--- src/rtl/utf8_to_code_point_decoder_assert.svh ---
// Assertion macros shared by the UTF-8 decoder RTL.
`ifndef UTF8_TO_CODE_POINT_DECODER_ASSERT_SVH
`define UTF8_TO_CODE_POINT_DECODER_ASSERT_SVH
`ifndef NO_ASSERTIONS
// Checked only while out of reset; uses the module's clk and rst_n.
`define UTF8_ASSERT(lbl, prop) \
  lbl: assert property (@(posedge clk) disable iff (!rst_n) prop) \
    else $error("UTF-8 decoder assertion failed");
// Checked at every clock edge, reset included.
`define UTF8_ASSERT_ALWAYS(lbl, prop) \
  lbl: assert property (@(posedge clk) prop) \
    else $error("UTF-8 decoder assertion failed");
`else
`define UTF8_ASSERT(lbl, prop)
`define UTF8_ASSERT_ALWAYS(lbl, prop)
`endif
`endif

--- src/rtl/utf8dec_pkg.sv ---
// Types and constants shared by the UTF-8 decoder modules.
`default_nettype none
package utf8dec_pkg;

  localparam int unsigned CpW = 21;

  typedef logic [1:0] status_t;
  localparam status_t ST_CODE       = 2'd0;
  localparam status_t ST_ILLEGAL    = 2'd1;
  localparam status_t ST_INCOMPLETE = 2'd2;
  localparam status_t ST_END        = 2'd3;

  localparam logic [CpW-1:0] CP_REPLACEMENT = 21'h00FFFD;
  localparam logic [CpW-1:0] CP_MAX_SCALAR  = 21'h10FFFF;
  localparam logic [CpW-1:0] CP_SURR_LO     = 21'h00D800;
  localparam logic [CpW-1:0] CP_SURR_HI     = 21'h00DFFF;

  typedef struct packed {
    logic [CpW-1:0] partial;
    logic [1:0]     remaining;
    logic [2:0]     seq_len;
    logic [7:0]     lead;
    logic [2:0]     seen;
  } dec_state_t;

  typedef struct packed {
    logic [CpW-1:0] code_point;
    status_t        status;
    logic [2:0]     seq_bytes;
  } dec_result_t;

endpackage
`default_nettype wire

--- src/rtl/utf8dec_step.sv ---
// Next-state and result logic for one byte or end word of the decoder.
`default_nettype none
module utf8dec_step (
  input  utf8dec_pkg::dec_state_t  state,
  input  logic [7:0]               data_byte,
  input  logic                     end_marker,
  output utf8dec_pkg::dec_state_t  state_nxt,
  output logic                     res_valid,
  output utf8dec_pkg::dec_result_t res
);
  import utf8dec_pkg::*;

  logic [7:0]     lo;
  logic [7:0]     hi;
  logic [CpW-1:0] acc;
  logic [1:0]     rem_dec;

  always_comb begin
    lo = 8'h80;
    hi = 8'hBF;
    if (state.seen == 3'd1) begin
      case (state.lead)
        8'hE0:   lo = 8'hA0;
        8'hED:   hi = 8'h9F;
        8'hF0:   lo = 8'h90;
        8'hF4:   hi = 8'h8F;
        default: ;
      endcase
    end
  end

  assign acc     = {state.partial[CpW-7:0], data_byte[5:0]};
  assign rem_dec = state.remaining - 2'd1;

  always_comb begin
    state_nxt = state;
    res_valid = 1'b0;
    res       = '0;
    if (end_marker) begin
      res_valid = 1'b1;
      if (state.remaining != 2'd0) begin
        res.status    = ST_INCOMPLETE;
        res.seq_bytes = state.seen;
      end else begin
        res.status = ST_END;
      end
    end else if (state.remaining == 2'd0) begin
      if (data_byte < 8'h80) begin
        res_valid       = 1'b1;
        res.code_point  = {{(CpW-8){1'b0}}, data_byte};
        res.status      = ST_CODE;
        res.seq_bytes   = 3'd1;
      end else if (data_byte < 8'hC2 || data_byte > 8'hF4) begin
        res_valid     = 1'b1;
        res.status    = ST_ILLEGAL;
        res.seq_bytes = 3'd1;
      end else begin
        // Lead byte of a multi-byte sequence: keep its payload bits.
        if (data_byte < 8'hE0) begin
          state_nxt.seq_len = 3'd2;
          state_nxt.partial = {{(CpW-5){1'b0}}, data_byte[4:0]};
        end else if (data_byte < 8'hF0) begin
          state_nxt.seq_len = 3'd3;
          state_nxt.partial = {{(CpW-4){1'b0}}, data_byte[3:0]};
        end else begin
          state_nxt.seq_len = 3'd4;
          state_nxt.partial = {{(CpW-3){1'b0}}, data_byte[2:0]};
        end
        state_nxt.remaining = state_nxt.seq_len[1:0] - 2'd1;
        state_nxt.lead      = data_byte;
        state_nxt.seen      = 3'd1;
      end
    end else if (data_byte < lo || data_byte > hi) begin
      // Bad continuation byte drops the sequence together with itself.
      res_valid     = 1'b1;
      res.status    = ST_ILLEGAL;
      res.seq_bytes = state.seen + 3'd1;
      state_nxt     = '0;
    end else if (rem_dec == 2'd0) begin
      res_valid     = 1'b1;
      res.status    = ST_CODE;
      res.seq_bytes = state.seq_len;
      if (acc > CP_MAX_SCALAR || (acc >= CP_SURR_LO && acc <= CP_SURR_HI)) begin
        res.code_point = CP_REPLACEMENT;
      end else begin
        res.code_point = acc;
      end
      state_nxt = '0;
    end else begin
      state_nxt.partial   = acc;
      state_nxt.seen      = state.seen + 3'd1;
      state_nxt.remaining = rem_dec;
    end
  end

endmodule
`default_nettype wire

--- src/rtl/utf8dec_out_buf.sv ---
// Output register stage that holds one result word for the stream.
`default_nettype none
module utf8dec_out_buf (
  input  logic                     clk,
  input  logic                     rst_n,
  input  logic                     load,
  input  utf8dec_pkg::dec_result_t res,
  output logic                     can_load,
  output logic                     out_tvalid,
  input  logic                     out_tready,
  output utf8dec_pkg::dec_result_t out_res
);
  import utf8dec_pkg::*;

  logic        valid_r;
  logic        valid_nxt;
  dec_result_t res_r;

  assign can_load  = !valid_r || out_tready;
  assign valid_nxt = load || (valid_r && !out_tready);

  always_ff @(posedge clk) begin
    if (!rst_n) begin
      valid_r <= 1'b0;
    end else begin
      valid_r <= valid_nxt;
    end
  end

  always_ff @(posedge clk) begin
    if (load) begin
      res_r <= res;
    end
  end

  assign out_tvalid = valid_r;
  assign out_res    = res_r;

endmodule
`default_nettype wire

--- src/rtl/utf8_to_code_point_decoder.sv ---
// Top level of the UTF-8 to code point decoder.
// Path: an accepted input word passes through the input register, then through the
// decode logic into the output register, which presents the result word.
// Throughput: one input word per cycle while the output register can take a result.
// Reset: synchronous active-low rst_n empties both registers and returns the
// decoder to idle with no sequence pending.
`default_nettype none
`include "utf8_to_code_point_decoder_assert.svh"
module utf8_to_code_point_decoder (
  input  logic        clk,
  input  logic        rst_n,
  input  logic        in_tvalid,
  output logic        in_tready,
  input  logic [7:0]  in_tdata,   // [7:0] data_byte
  input  logic        in_tlast,   // end_marker: end of buffer, no byte carried
  output logic        out_tvalid,
  input  logic        out_tready,
  output logic [23:0] out_tdata,  // [20:0] code_point, [23:21] sequence_bytes
  output logic [1:0]  out_tuser   // [1:0] status
);
  import utf8dec_pkg::*;

  // Input register: holds one accepted word until the decode stage takes it.
  logic       in_valid_r;
  logic [7:0] in_byte_r;
  logic       in_end_r;

  // Decoder sequence state; idle whenever remaining is zero.
  dec_state_t  state_r;
  dec_state_t  state_nxt;

  logic        res_valid;
  dec_result_t res;
  dec_result_t out_res;
  logic        buf_can_load;
  logic        advance;

  // The decode stage moves whenever it holds a word and the output register
  // can take a result this cycle; a word that produces no result also waits
  // for the output register while it is full and stalled.
  assign advance   = in_valid_r && buf_can_load;
  assign in_tready = !in_valid_r || advance;

  always_ff @(posedge clk) begin
    if (!rst_n) begin
      in_valid_r <= 1'b0;
      state_r    <= '0;
    end else begin
      if (in_tready) begin
        in_valid_r <= in_tvalid;
      end
      if (advance) begin
        state_r <= state_nxt;
      end
    end
  end

  always_ff @(posedge clk) begin
    if (in_tvalid && in_tready) begin
      in_byte_r <= in_tdata;
      in_end_r  <= in_tlast;
    end
  end

  utf8dec_step u_step (
    .state      (state_r),
    .data_byte  (in_byte_r),
    .end_marker (in_end_r),
    .state_nxt  (state_nxt),
    .res_valid  (res_valid),
    .res        (res)
  );

  utf8dec_out_buf u_out_buf (
    .clk        (clk),
    .rst_n      (rst_n),
    .load       (advance && res_valid),
    .res        (res),
    .can_load   (buf_can_load),
    .out_tvalid (out_tvalid),
    .out_tready (out_tready),
    .out_res    (out_res)
  );

  assign out_tdata = {out_res.seq_bytes, out_res.code_point};
  assign out_tuser = out_res.status;

  // An idle decoder carries no leftover sequence bookkeeping.
  `UTF8_ASSERT_ALWAYS(a_idle_clean,
    (state_r.remaining == 2'd0) |-> (state_r.seen == 3'd0 && state_r.seq_len == 3'd0))
  // Bytes seen plus bytes still expected always add up to the sequence length.
  `UTF8_ASSERT(a_count_sum,
    (state_r.remaining != 2'd0) |->
      (state_r.seen + {1'b0, state_r.remaining} == state_r.seq_len))
  // A decoded code point comes from one to four bytes and is never a surrogate.
  `UTF8_ASSERT(a_code_ok,
    (out_tvalid && out_tuser == ST_CODE) |->
      (out_tdata[23:21] != 3'd0 && out_tdata[23:21] <= 3'd4 &&
       !(out_tdata[20:0] >= CP_SURR_LO && out_tdata[20:0] <= CP_SURR_HI)))
  // Status words other than a code point carry a zero code point.
  `UTF8_ASSERT(a_status_zero_cp,
    (out_tvalid && out_tuser != ST_CODE) |-> (out_tdata[20:0] == '0))

endmodule
`default_nettype wire
--- config.mk ---
export PLATFORM = sky130hd
export DESIGN_NAME = utf8_to_code_point_decoder
export DESIGN_NICKNAME = d
export VERILOG_FILES = /design/src/rtl/utf8dec_pkg.sv /design/src/rtl/utf8dec_step.sv /design/src/rtl/utf8dec_out_buf.sv /design/src/rtl/utf8_to_code_point_decoder.sv
export VERILOG_INCLUDE_DIRS = /design/src /design/src/rtl
export SDC_FILE = /design/constraint.sdc
export NUM_CORES = 1
export LEC_CHECK = 0
export BUFFER_PORTS_ARGS = -buffer_cell sky130_fd_sc_hd__clkbuf_2
export CAP_MARGIN = 10
export CORE_ASPECT_RATIO = 0.75
export CORE_MARGIN = 3
export CORE_UTILIZATION = 29
export CTS_BUF_LIST = sky130_fd_sc_hd__clkbuf_8
export DETAILED_ROUTE_END_ITERATION = 8
export PLACE_DENSITY_LB_ADDON = 0.15
export SLEW_MARGIN = 20
export SYNTH_ARGS = -nofsm -noshare
export SYNTH_HDL_FRONTEND = slang
export SYNTH_SLANG_ARGS = --single-unit
--- constraint.sdc ---
create_clock -name clk -period 5.1 [get_ports clk]
set_input_delay 0.765 -clock clk [delete_from_list [all_inputs] [get_ports clk]]
set_output_delay 0.765 -clock clk [all_outputs]
set_load 0.03 [all_outputs]
==> out/qor.csv, run 1 <==
metric;value;unit
timing.fmax;0.271;GHz
layout_commonest_cell;clkbuf_2;
post-route-min-period;3690;ps
setup_tns;0;ps
layout.cells.non_filler;444;
arrival;3990;ps
syn2layout_area_growth;19.8;%
synthesis.area;0.00297;mm²
numCtsBuffers;9;
outcome;finished clean;
n_antenna_cell;0;
grtUsageTotal;0.142;
maxSlewViolCount;0;
synth_xor_area_frac;0.00295;
place_ws;1490;ps
synth_simple_gate_area_frac;0.145;
cts.path.max_buffers;2;
synthArstFlopShare;0;
first_global_vias;2123;
switching_power;277;µW
p_comb_frac;0.064;
mostFrequentLayoutCells;clkbuf_2 (40), edfxtp_1 (35), dfxtp_1 (33);
postCtsSetupBuffers;0;
p_int;927;µW
fin_worst_skew;7.21;ps
crit_required;5400;ps
synth_warnings;0;
die_y;93.6;µm
grt-ovfl-total;0;
tightest_slew;827;ps
cts_max_level;3;
start_util;0.303;
hp-class;reg2reg;
cp_num_buf_inv;1;
cpMaxStageDelayCell;or4b_2;
die-area;0.0115;mm²
critPathTopFamily;simple AND/OR/NAND/NOR gates;
endpoint_kind;flip-flop;
post_synth_num_cell_types;51;
rsz0062_at_grt;no;
synth_nets;284;
synth_edf_count;35;
r2r_setup_slack;1410;ps
drt_wl_total;7580;µm
pin_count;41;
cp-start-kind;flip-flop;
antenna_found_initial;0;
io_buffers;40;
dieWidth;123;µm
syn_inst;264;
timing.critical_path.cells;ha_1 -> nand4_1 -> or4b_2 -> a21oi_1 -> ha_1 -> nand4_1 -> o21ai_0 -> o211ai_1 -> nor4_1 -> buf_4 -> a221o_1;
vias;2220;
synthMuxAreaShare;0.0135;
place_inst;428;
grt_max_degree;27;
dp_hpwl;5290;µm
cts-root-buf;clkbuf_8;
layout.nets;327;
clkTransAtPathRegs;80;ps
cts_tree;built;
drtPass1Iterations;4;
clk_latency;360;ps
seq_power_share;0.503;
power_frac_clock;0.433;
ir_drop;197;µV
final_area;0.00356;mm²
via_per_inst;5.00;
cpPeakStageDelay;670;ps
synth_top_family_by_area;compound AO/OA/AOI/OAI gates;
wire_per_inst;17.1;µm
period_share;0.724;
ctsResizeCount;0;
cts-hold-fix-buffers;0;
num_rows;31;
drive_gt1_frac;0.231;
powerDensity;339;mW/mm²
synth-seq-cells;68;
synth.avg_cell_area;11.3;µm²
core;0.00981;mm²
route.antenna.remaining_nets;0;
final_util;0.363;
p_leak;1.39;nW
place_area;0.00332;mm²
finalWorstSetupSlack;1410;ps
synth_ff_type;edfxtp_1;
place.gp.congestion;0.837;
clock-sinks;68;
switching_share;0.230;
drtIter0Drc;134;
yosysSeqAreaShare;0.576;
drc;0;
synth_fa_ha_area_frac;0.0295;
maxCapViolCount;0;
max-slew-margin-rel;0.446;
critPathMaxFanout;11;
setup_viol;0;
synth_compound_area_frac;0.197;
hold_viol;0;
nFillCells;985;
critPathKind;reg2reg;
grt_pass1_wl;12000;µm
## metrics by stage
stage	total power, mW	hold WS, ps
final	1.20	470
after detailed placement	0.697	459
after floorplan	0.666	424
after global routing	1.25	492
after global placement	0.696	452
after CTS	1.22	469
## flip-flops by register name, summed over array words and instances (netlist names)
name	flops
u_out_buf.out_res	26
u_out_buf.out_tvalid	1
state_r	31
in_byte_r	8
in_end_r	1
in_valid_r	1
## tightest hold or removal path, cell delays in order, from the launching register on
cell	delay [ps]
dfxtp_1	310
nand2_1	50
mux2i_1	60
## logic make-up after synthesis
kind of cell               after synthesis
buffers and inverters                   25
muxes                                    4
adders and majority gates                7
AOI/OAI and AO/OA                       76
xor gates and xnor gates                 1
and+or+nand+nor                         83
DFF                                     68
## synth_stat cells, types with 3 or more instances
master / n / area share
edfxtp_1: 35 / 0.35
dfxtp_1: 33 / 0.22
nand2_1: 20 / 0.025
nor2_1: 16 / 0.020
a22o_1: 14 / 0.041
o21a_1: 13 / 0.033
inv_1: 12 / 0.015
a21oi_1: 11 / 0.019
and2_1: 10 / 0.021
clkbuf_1: 10 / 0.013
nor3_1: 9 / 0.015
o21ai_0: 8 / 0.013
ha_1: 7 / 0.029
a32o_1: 5 / 0.017
a31o_2: 4 / 0.012
mux2i_1: 4 / 0.013
nand3_1: 4 / 0.0067
nand4_1: 4 / 0.0084
a31oi_1: 3 / 0.0063
or4_1: 3 / 0.0076
## final timing paths
path,cells after the start,startpoint,end
setup / recovery,11,state_r[0],state_r[14]
hold / removal,2,state_r[11],state_r[11]
setup reg to reg,11,state_r[0],state_r[14]
hold reg to reg,2,state_r[11],state_r[11]
## power groups by stage
stage | clock [mW] | sequential (mW) | combinational [mW]
floorplan | 0 | 0.628 | 0.0378
global placement | 0 | 0.619 | 0.0776
detailed placement | 0 | 0.619 | 0.0779
CTS | 0.537 | 0.606 | 0.0784
global route | 0.561 | 0.608 | 0.0855
finish | 0.521 | 0.606 | 0.0776
## metal layers
metal	track usage	vias to the layer above	share of wire
li1	-	1088	-
met5	0	-	0
met3	0.0599	6	0.069
met2	0.179	63	0.39
met4	0.0401	0	0.010
met1	0.216	1063	0.53
## final cells by class
class	instances	area (µm²)	area share
inverters	12	45.0	0.0127
well taps	132	165	0.0464
multi-input cells	171	1160	0.327
flip-flops and latches	68	1710	0.481
clock inverters	4	70.1	0.0197
repair buffers	45	238	0.0668
clock buffers	12	165	0.0464
No activity file was read; power rests on OpenSTA's default activity.
==> run 2: changes to the inputs <==
clock period = 3.35 ns   (was 5.1 ns; I/O delays follow)
==> run 2 against run 1 <==
Net effect:
- sequential power grew 52%
- cell area grew 0.53%
- critical path type unchanged
- setup slack lost 1200 ps
- via count grew 0.68%
- register-to-register slack lost 1200 ps
- die area is the same
- first-iteration DRC count grew 30%
- maximum frequency grew 19%
- critical endpoint is now u_out_buf.out_res[8]
- sequential share of layout area shrank 0.22 points
- count of clock-buffer cells in the layout is the same
==> out/qor.csv, run 2 (synthesis gave the netlist of run 1 again) <==
metric;value;unit;change
numCtsBuffers;9;;unchanged
fin_worst_skew;14.4;ps;+7.15 ps
setup_viol;0;;unchanged
cts_max_level;3;;unchanged
critPathKind;reg2reg;;
cpMaxStageDelayCell;or4b_2;;
place_inst;433;;+1.2%
cp-start-kind;flip-flop;;
pin_count;41;;unchanged
layout.nets;332;;+1.5%
num_rows;31;;unchanged
hold_viol;0;;unchanged
clkTransAtPathRegs;80;ps;about the same
cpPeakStageDelay;670;ps;about the same
largest-register;state_r;;
endpoint_kind;flip-flop;;
layout.cells.non_filler;449;;+1.1%
timing.critical_path.cells;inv_1 -> ha_1 -> nand4_1 -> or4b_2 -> a21oi_1 -> ha_1 -> nand4_1 -> o21ai_0 -> buf_4 -> o2111ai_2 -> a21oi_2 -> nor3b_4 -> buf_12;;
setup_tns;0;ps;unchanged
arrival;3150;ps;-840 ps
via_per_inst;4.98;;-0.45%
io_buffers;40;;unchanged
dieWidth;123;µm;unchanged
drive_gt1_frac;0.246;;+0.0153
ir_drop;244;µV;+24%
rsz0062_at_grt;no;;
hp-class;in2reg;;
first_global_vias;2144;;+0.99%
largest_register_ff_count;31;;unchanged
die-area;0.0115;mm²;unchanged
die_y;93.6;µm;unchanged
cp_num_buf_inv;3;;+2
cts_tree;built;;
grt-ovfl-total;0;;unchanged
period_share;0.929;;+0.205
wire_per_inst;16.8;µm;-1.4%
powerDensity;465;mW/mm²;+37%
start_util;0.303;;unchanged
grt_max_degree;27;;unchanged
mostFrequentLayoutCells;clkbuf_2 (40), edfxtp_1 (35), dfxtp_1 (32);;
crit_required;3390;ps;-2010 ps
hold_ws;326;ps;-144 ps
layout_commonest_cell;clkbuf_2;;
cts.path.max_buffers;2;;unchanged
route.antenna.remaining_nets;0;;unchanged
outcome;finished clean;;
core;0.00981;mm²;unchanged
drc;0;;unchanged
dp_hpwl;5210;µm;-1.6%
drt_wl_total;7550;µm;-0.32%
clk_latency;350;ps;about the same
p_leak;1.40;nW;+0.91%
grt_pass1_wl;12100;µm;+0.23%
post-route-min-period;3110;ps;-578 ps
critPathTopFamily;simple AND/OR/NAND/NOR gates;;
maxCapViolCount;0;;unchanged
timing.fmax;0.321;GHz;+19%
place.gp.congestion;0.914;;+9.1%
drtPass1Iterations;4;;unchanged
antenna_found_initial;0;;unchanged
max-slew-margin-rel;0.594;;+0.148
cts-root-buf;clkbuf_8;;
critPathMaxFanout;26;;+15
clock-sinks;68;;unchanged
tightest_slew;608;ps;-219 ps
maxSlewViolCount;0;;unchanged
grtUsageTotal;0.143;;+0.000497
vias;2235;;+0.68%
syn2layout_area_growth;20.4;%;
n_antenna_cell;0;;unchanged
drtIter0Drc;174;;+30%
==> run 2: area by class of cell <==
class                           count  area (µm²)
Sequential cell                    68        1710
Timing Repair Buffer               50         288
Clock inverter                      4        16.3
Fill cell                         989        6240
Inverter                           12        45.0
Tap cell                          132         165
Clock buffer                       12         165
Multi-Input combinational cell    171        1180
==> run 2: final timing paths <==
kind / to / slack (ps) / from / cells after the start
worst max-delay path: u_out_buf.out_res[8] / 240 / state_r[1] / 13
worst min register to register: state_r[12] / 470 / state_r[12] / 2
worst min-delay path: in_byte_r[2] / 330 / in_tdata[2] / 1
worst max register to register: u_out_buf.out_res[8] / 240 / state_r[1] / 13
==> run 2: metrics by stage <==
| step | total power, mW | worst slack (ps) | area (µm²) | util |
|---|---|---|---|---|
| CTS | 1.68 | 98.2 | 3560 | 0.363 |
| finish | 1.66 | 238 | 3580 | 0.365 |
| detailed placement | 1.06 | 145 | 3380 | 0.344 |
| global route | 1.73 | 28.9 | 3580 | 0.365 |
| global placement | 1.07 | 169 | 3380 | 0.344 |
| floorplan | 1.01 | 22.5 | 2980 | - |
==> run 2: routing by layer <==
layer  part of all wire  up-vias  wire (µm)  GRT usage
met4              0.012        0         94     0.0447
met5                  0        -          0          0
met3              0.069        9        521     0.0508
li1                   -     1098          -          -
met2               0.38       72       2870      0.182
met1               0.54     1056       4070      0.219
==> run 2: where the power goes <==
part           switching (mW)  total (mW)  internal, mW
sequential             0.0237       0.923         0.900
combinational          0.0859       0.125        0.0393
clock                   0.296       0.616         0.320
==> run 2: repair_timing <==
action                     CTS  global route
hold buffers                 0             0
setup endpoints to repair    0            37
resized for setup            0             5
buffers inserted             0             0
==> run 3: changes to the inputs <==
CAP_MARGIN = unset   (was 10)
CORE_MARGIN = unset   (was 3)
==> run 3 against run 2 <==
Net effect:
- critical path depth is the same
- combinational power about the same
- flip-flop and latch count unchanged
- sequential power is essentially flat
- cell area rose by 1.1%
- clock skew decreased by 6.4 ps
- cell count fell by 0.22%
- sequential share of layout area fell by 0.51 points
- first-iteration DRC count down 32%
- via count is 0.54% lower
- wire length decreased by 0.64%
- power grew 7.2%
- highest routed layer unchanged
==> out/qor.csv, run 3 (synthesis gave the netlist of run 1 again) <==
metric;value;unit;change
outcome;finished clean;;
clk_latency;360;ps;about the same
timing.critical_path.cells;inv_1 -> ha_1 -> nand4_1 -> or4b_2 -> a21oi_1 -> ha_1 -> a21o_1 -> o21ai_0 -> buf_4 -> o211ai_1 -> buf_4 -> or3_1 -> a311oi_2;;
critPathTopFamily;simple AND/OR/NAND/NOR gates;;
clock-sinks;68;;unchanged
cts_tree;built;;
cts_max_level;3;;unchanged
drt_wl_total;7510;µm;-0.64%
maxSlewViolCount;0;;unchanged
syn2layout_area_growth;21.7;%;
antenna_found_initial;0;;unchanged
place.gp.congestion;0.849;;-7.1%
ff2ff_path_depth;13;;unchanged
vias;2223;;-0.54%
n_antenna_cell;0;;unchanged
final_util;0.368;;+0.00395
grtUsageTotal;0.151;;+0.00788
grt_max_degree;27;;unchanged
critPathMaxFanout;10;;-62%
dieWidth;119;µm;-3.3%
rsz0062_at_grt;no;;
grt-ovfl-total;0;;unchanged
num_rows;31;;unchanged
drtIter0Drc;119;;-32%
start_util;0.303;;unchanged
powerDensity;494;mW/mm²;+6.1%
tightest_slew;675;ps;+66.9 ps
drtPass1Iterations;6;;+2
wire_per_inst;16.8;µm;-0.41%
rr_endpoint;state_r[15];;
timing.fmax;0.319;GHz;-0.67%
cts-hold-fix-buffers;0;;unchanged
hold_viol;0;;unchanged
nFillCells;995;;+0.61%
via_per_inst;4.96;;-0.31%
period_share;0.935;;+0.00625
p_leak;1.40;nW;about the same
pin_count;41;;unchanged
largest-register;state_r;;
cp-start-kind;flip-flop;;
r2r-start;state_r[1];;
hold_path_end;in_end_r;;
post-route-min-period;3130;ps;+20.9 ps
dp_hpwl;5140;µm;-1.3%
grt_pass1_wl;11800;µm;-2.7%
layout_commonest_cell;clkbuf_2;;
die-area;0.0107;mm²;-7.4%
drc;0;;unchanged
hold_depth;1;;unchanged
fin_worst_skew;7.92;ps;-6.43 ps
cp_num_buf_inv;3;;unchanged
setup_tns;0;ps;unchanged
crit_required;3630;ps;+240 ps
max-slew-margin-rel;0.549;;-0.0455
drive_gt1_frac;0.256;;+0.0103
die_y;89.6;µm;-4.3%
postCtsSetupBuffers;0;;unchanged
first_global_vias;2090;;-2.5%
numCtsBuffers;9;;unchanged
mostFrequentLayoutCells;clkbuf_2 (40), edfxtp_1 (35), dfxtp_1 (32);;
io_buffers;40;;unchanged
critPathKind;reg2reg;;
endpoint_kind;flip-flop;;
clkTransAtPathRegs;80;ps;about the same
cts.path.max_buffers;2;;unchanged
arrival;3410;ps;+260 ps
cts-root-buf;clkbuf_8;;
cpMaxStageDelayCell;or4b_2;;
maxCapViolCount;0;;unchanged
setup_viol;0;;unchanged
layout.nets;331;;-0.30%
route.antenna.remaining_nets;0;;unchanged
largest_register_ff_count;31;;unchanged
min-delay-start;in_tlast;;
ir_drop;256;µV;+4.7%
hp-class;in2reg;;
r2r_setup_slack;220;ps;-20 ps
core;0.00981;mm²;unchanged
cpPeakStageDelay;670;ps;about the same
-- run 3: routing by layer --
metal	wire, µm	vias up	global-route usage
met3	460	10	0.0549
met2	2760	58	0.196
met4	109	0	0.0587
li1	-	1092	-
met5	0	-	0
met1	4170	1063	0.222
-- run 3: cell type report --
class / instances / area (µm²) / area share
Clock inverter: 3 / 42.5 / 0.0118
Multi-Input combinational cell: 171 / 1190 / 0.329
Inverter: 12 / 45.0 / 0.0125
Timing Repair Buffer: 49 / 280 / 0.0775
Clock buffer: 13 / 179 / 0.0495
Tap cell: 132 / 165 / 0.0457
Sequential cell: 68 / 1710 / 0.474
-- run 3: power breakdown --
part | internal [mW] | switching (mW)
registers | 0.899 | 0.0230
logic | 0.0390 | 0.0868
clock network | 0.424 | 0.313
total | 1.36 | 0.423
-- run 3: through the flow --
step / cell area [µm²] / hold WS (ps) / worst slack [ps] / instances / total power, mW
after floorplan: 2980 / 424 / 22.5 / 264 / 1.01
after global placement: 3370 / 453 / 176 / 432 / 1.06
after detailed placement: 3370 / 460 / 86.7 / 432 / 1.06
after CTS: 3590 / 297 / 68.4 / 448 / 1.80
after global routing: 3620 / 297 / 8.48 / 448 / 1.85
final: 3620 / 318 / 217 / 448 / 1.78
-- run 3: repair_timing --
action                                 4_1_cts  5_1_grt
resized for setup                            0        6
setup endpoints to repair                    0       45
endpoints found under the hold margin        0        0
-- run 3: how the worst max path moves through the flow --
stage	startpoint	end	slack, ps	cells after the start
final	state_r[1]	state_r[15]	220	13
after detailed placement	state_r[0]	state_r[20]	90	12
after global routing	state_r[1]	state_r[15]	8	13
after global placement	state_r[0]	state_r[20]	180	12
after CTS	state_r[0]	state_r[20]	70	12
after floorplan	state_r[0]	u_out_buf.out_res[0]	20	10
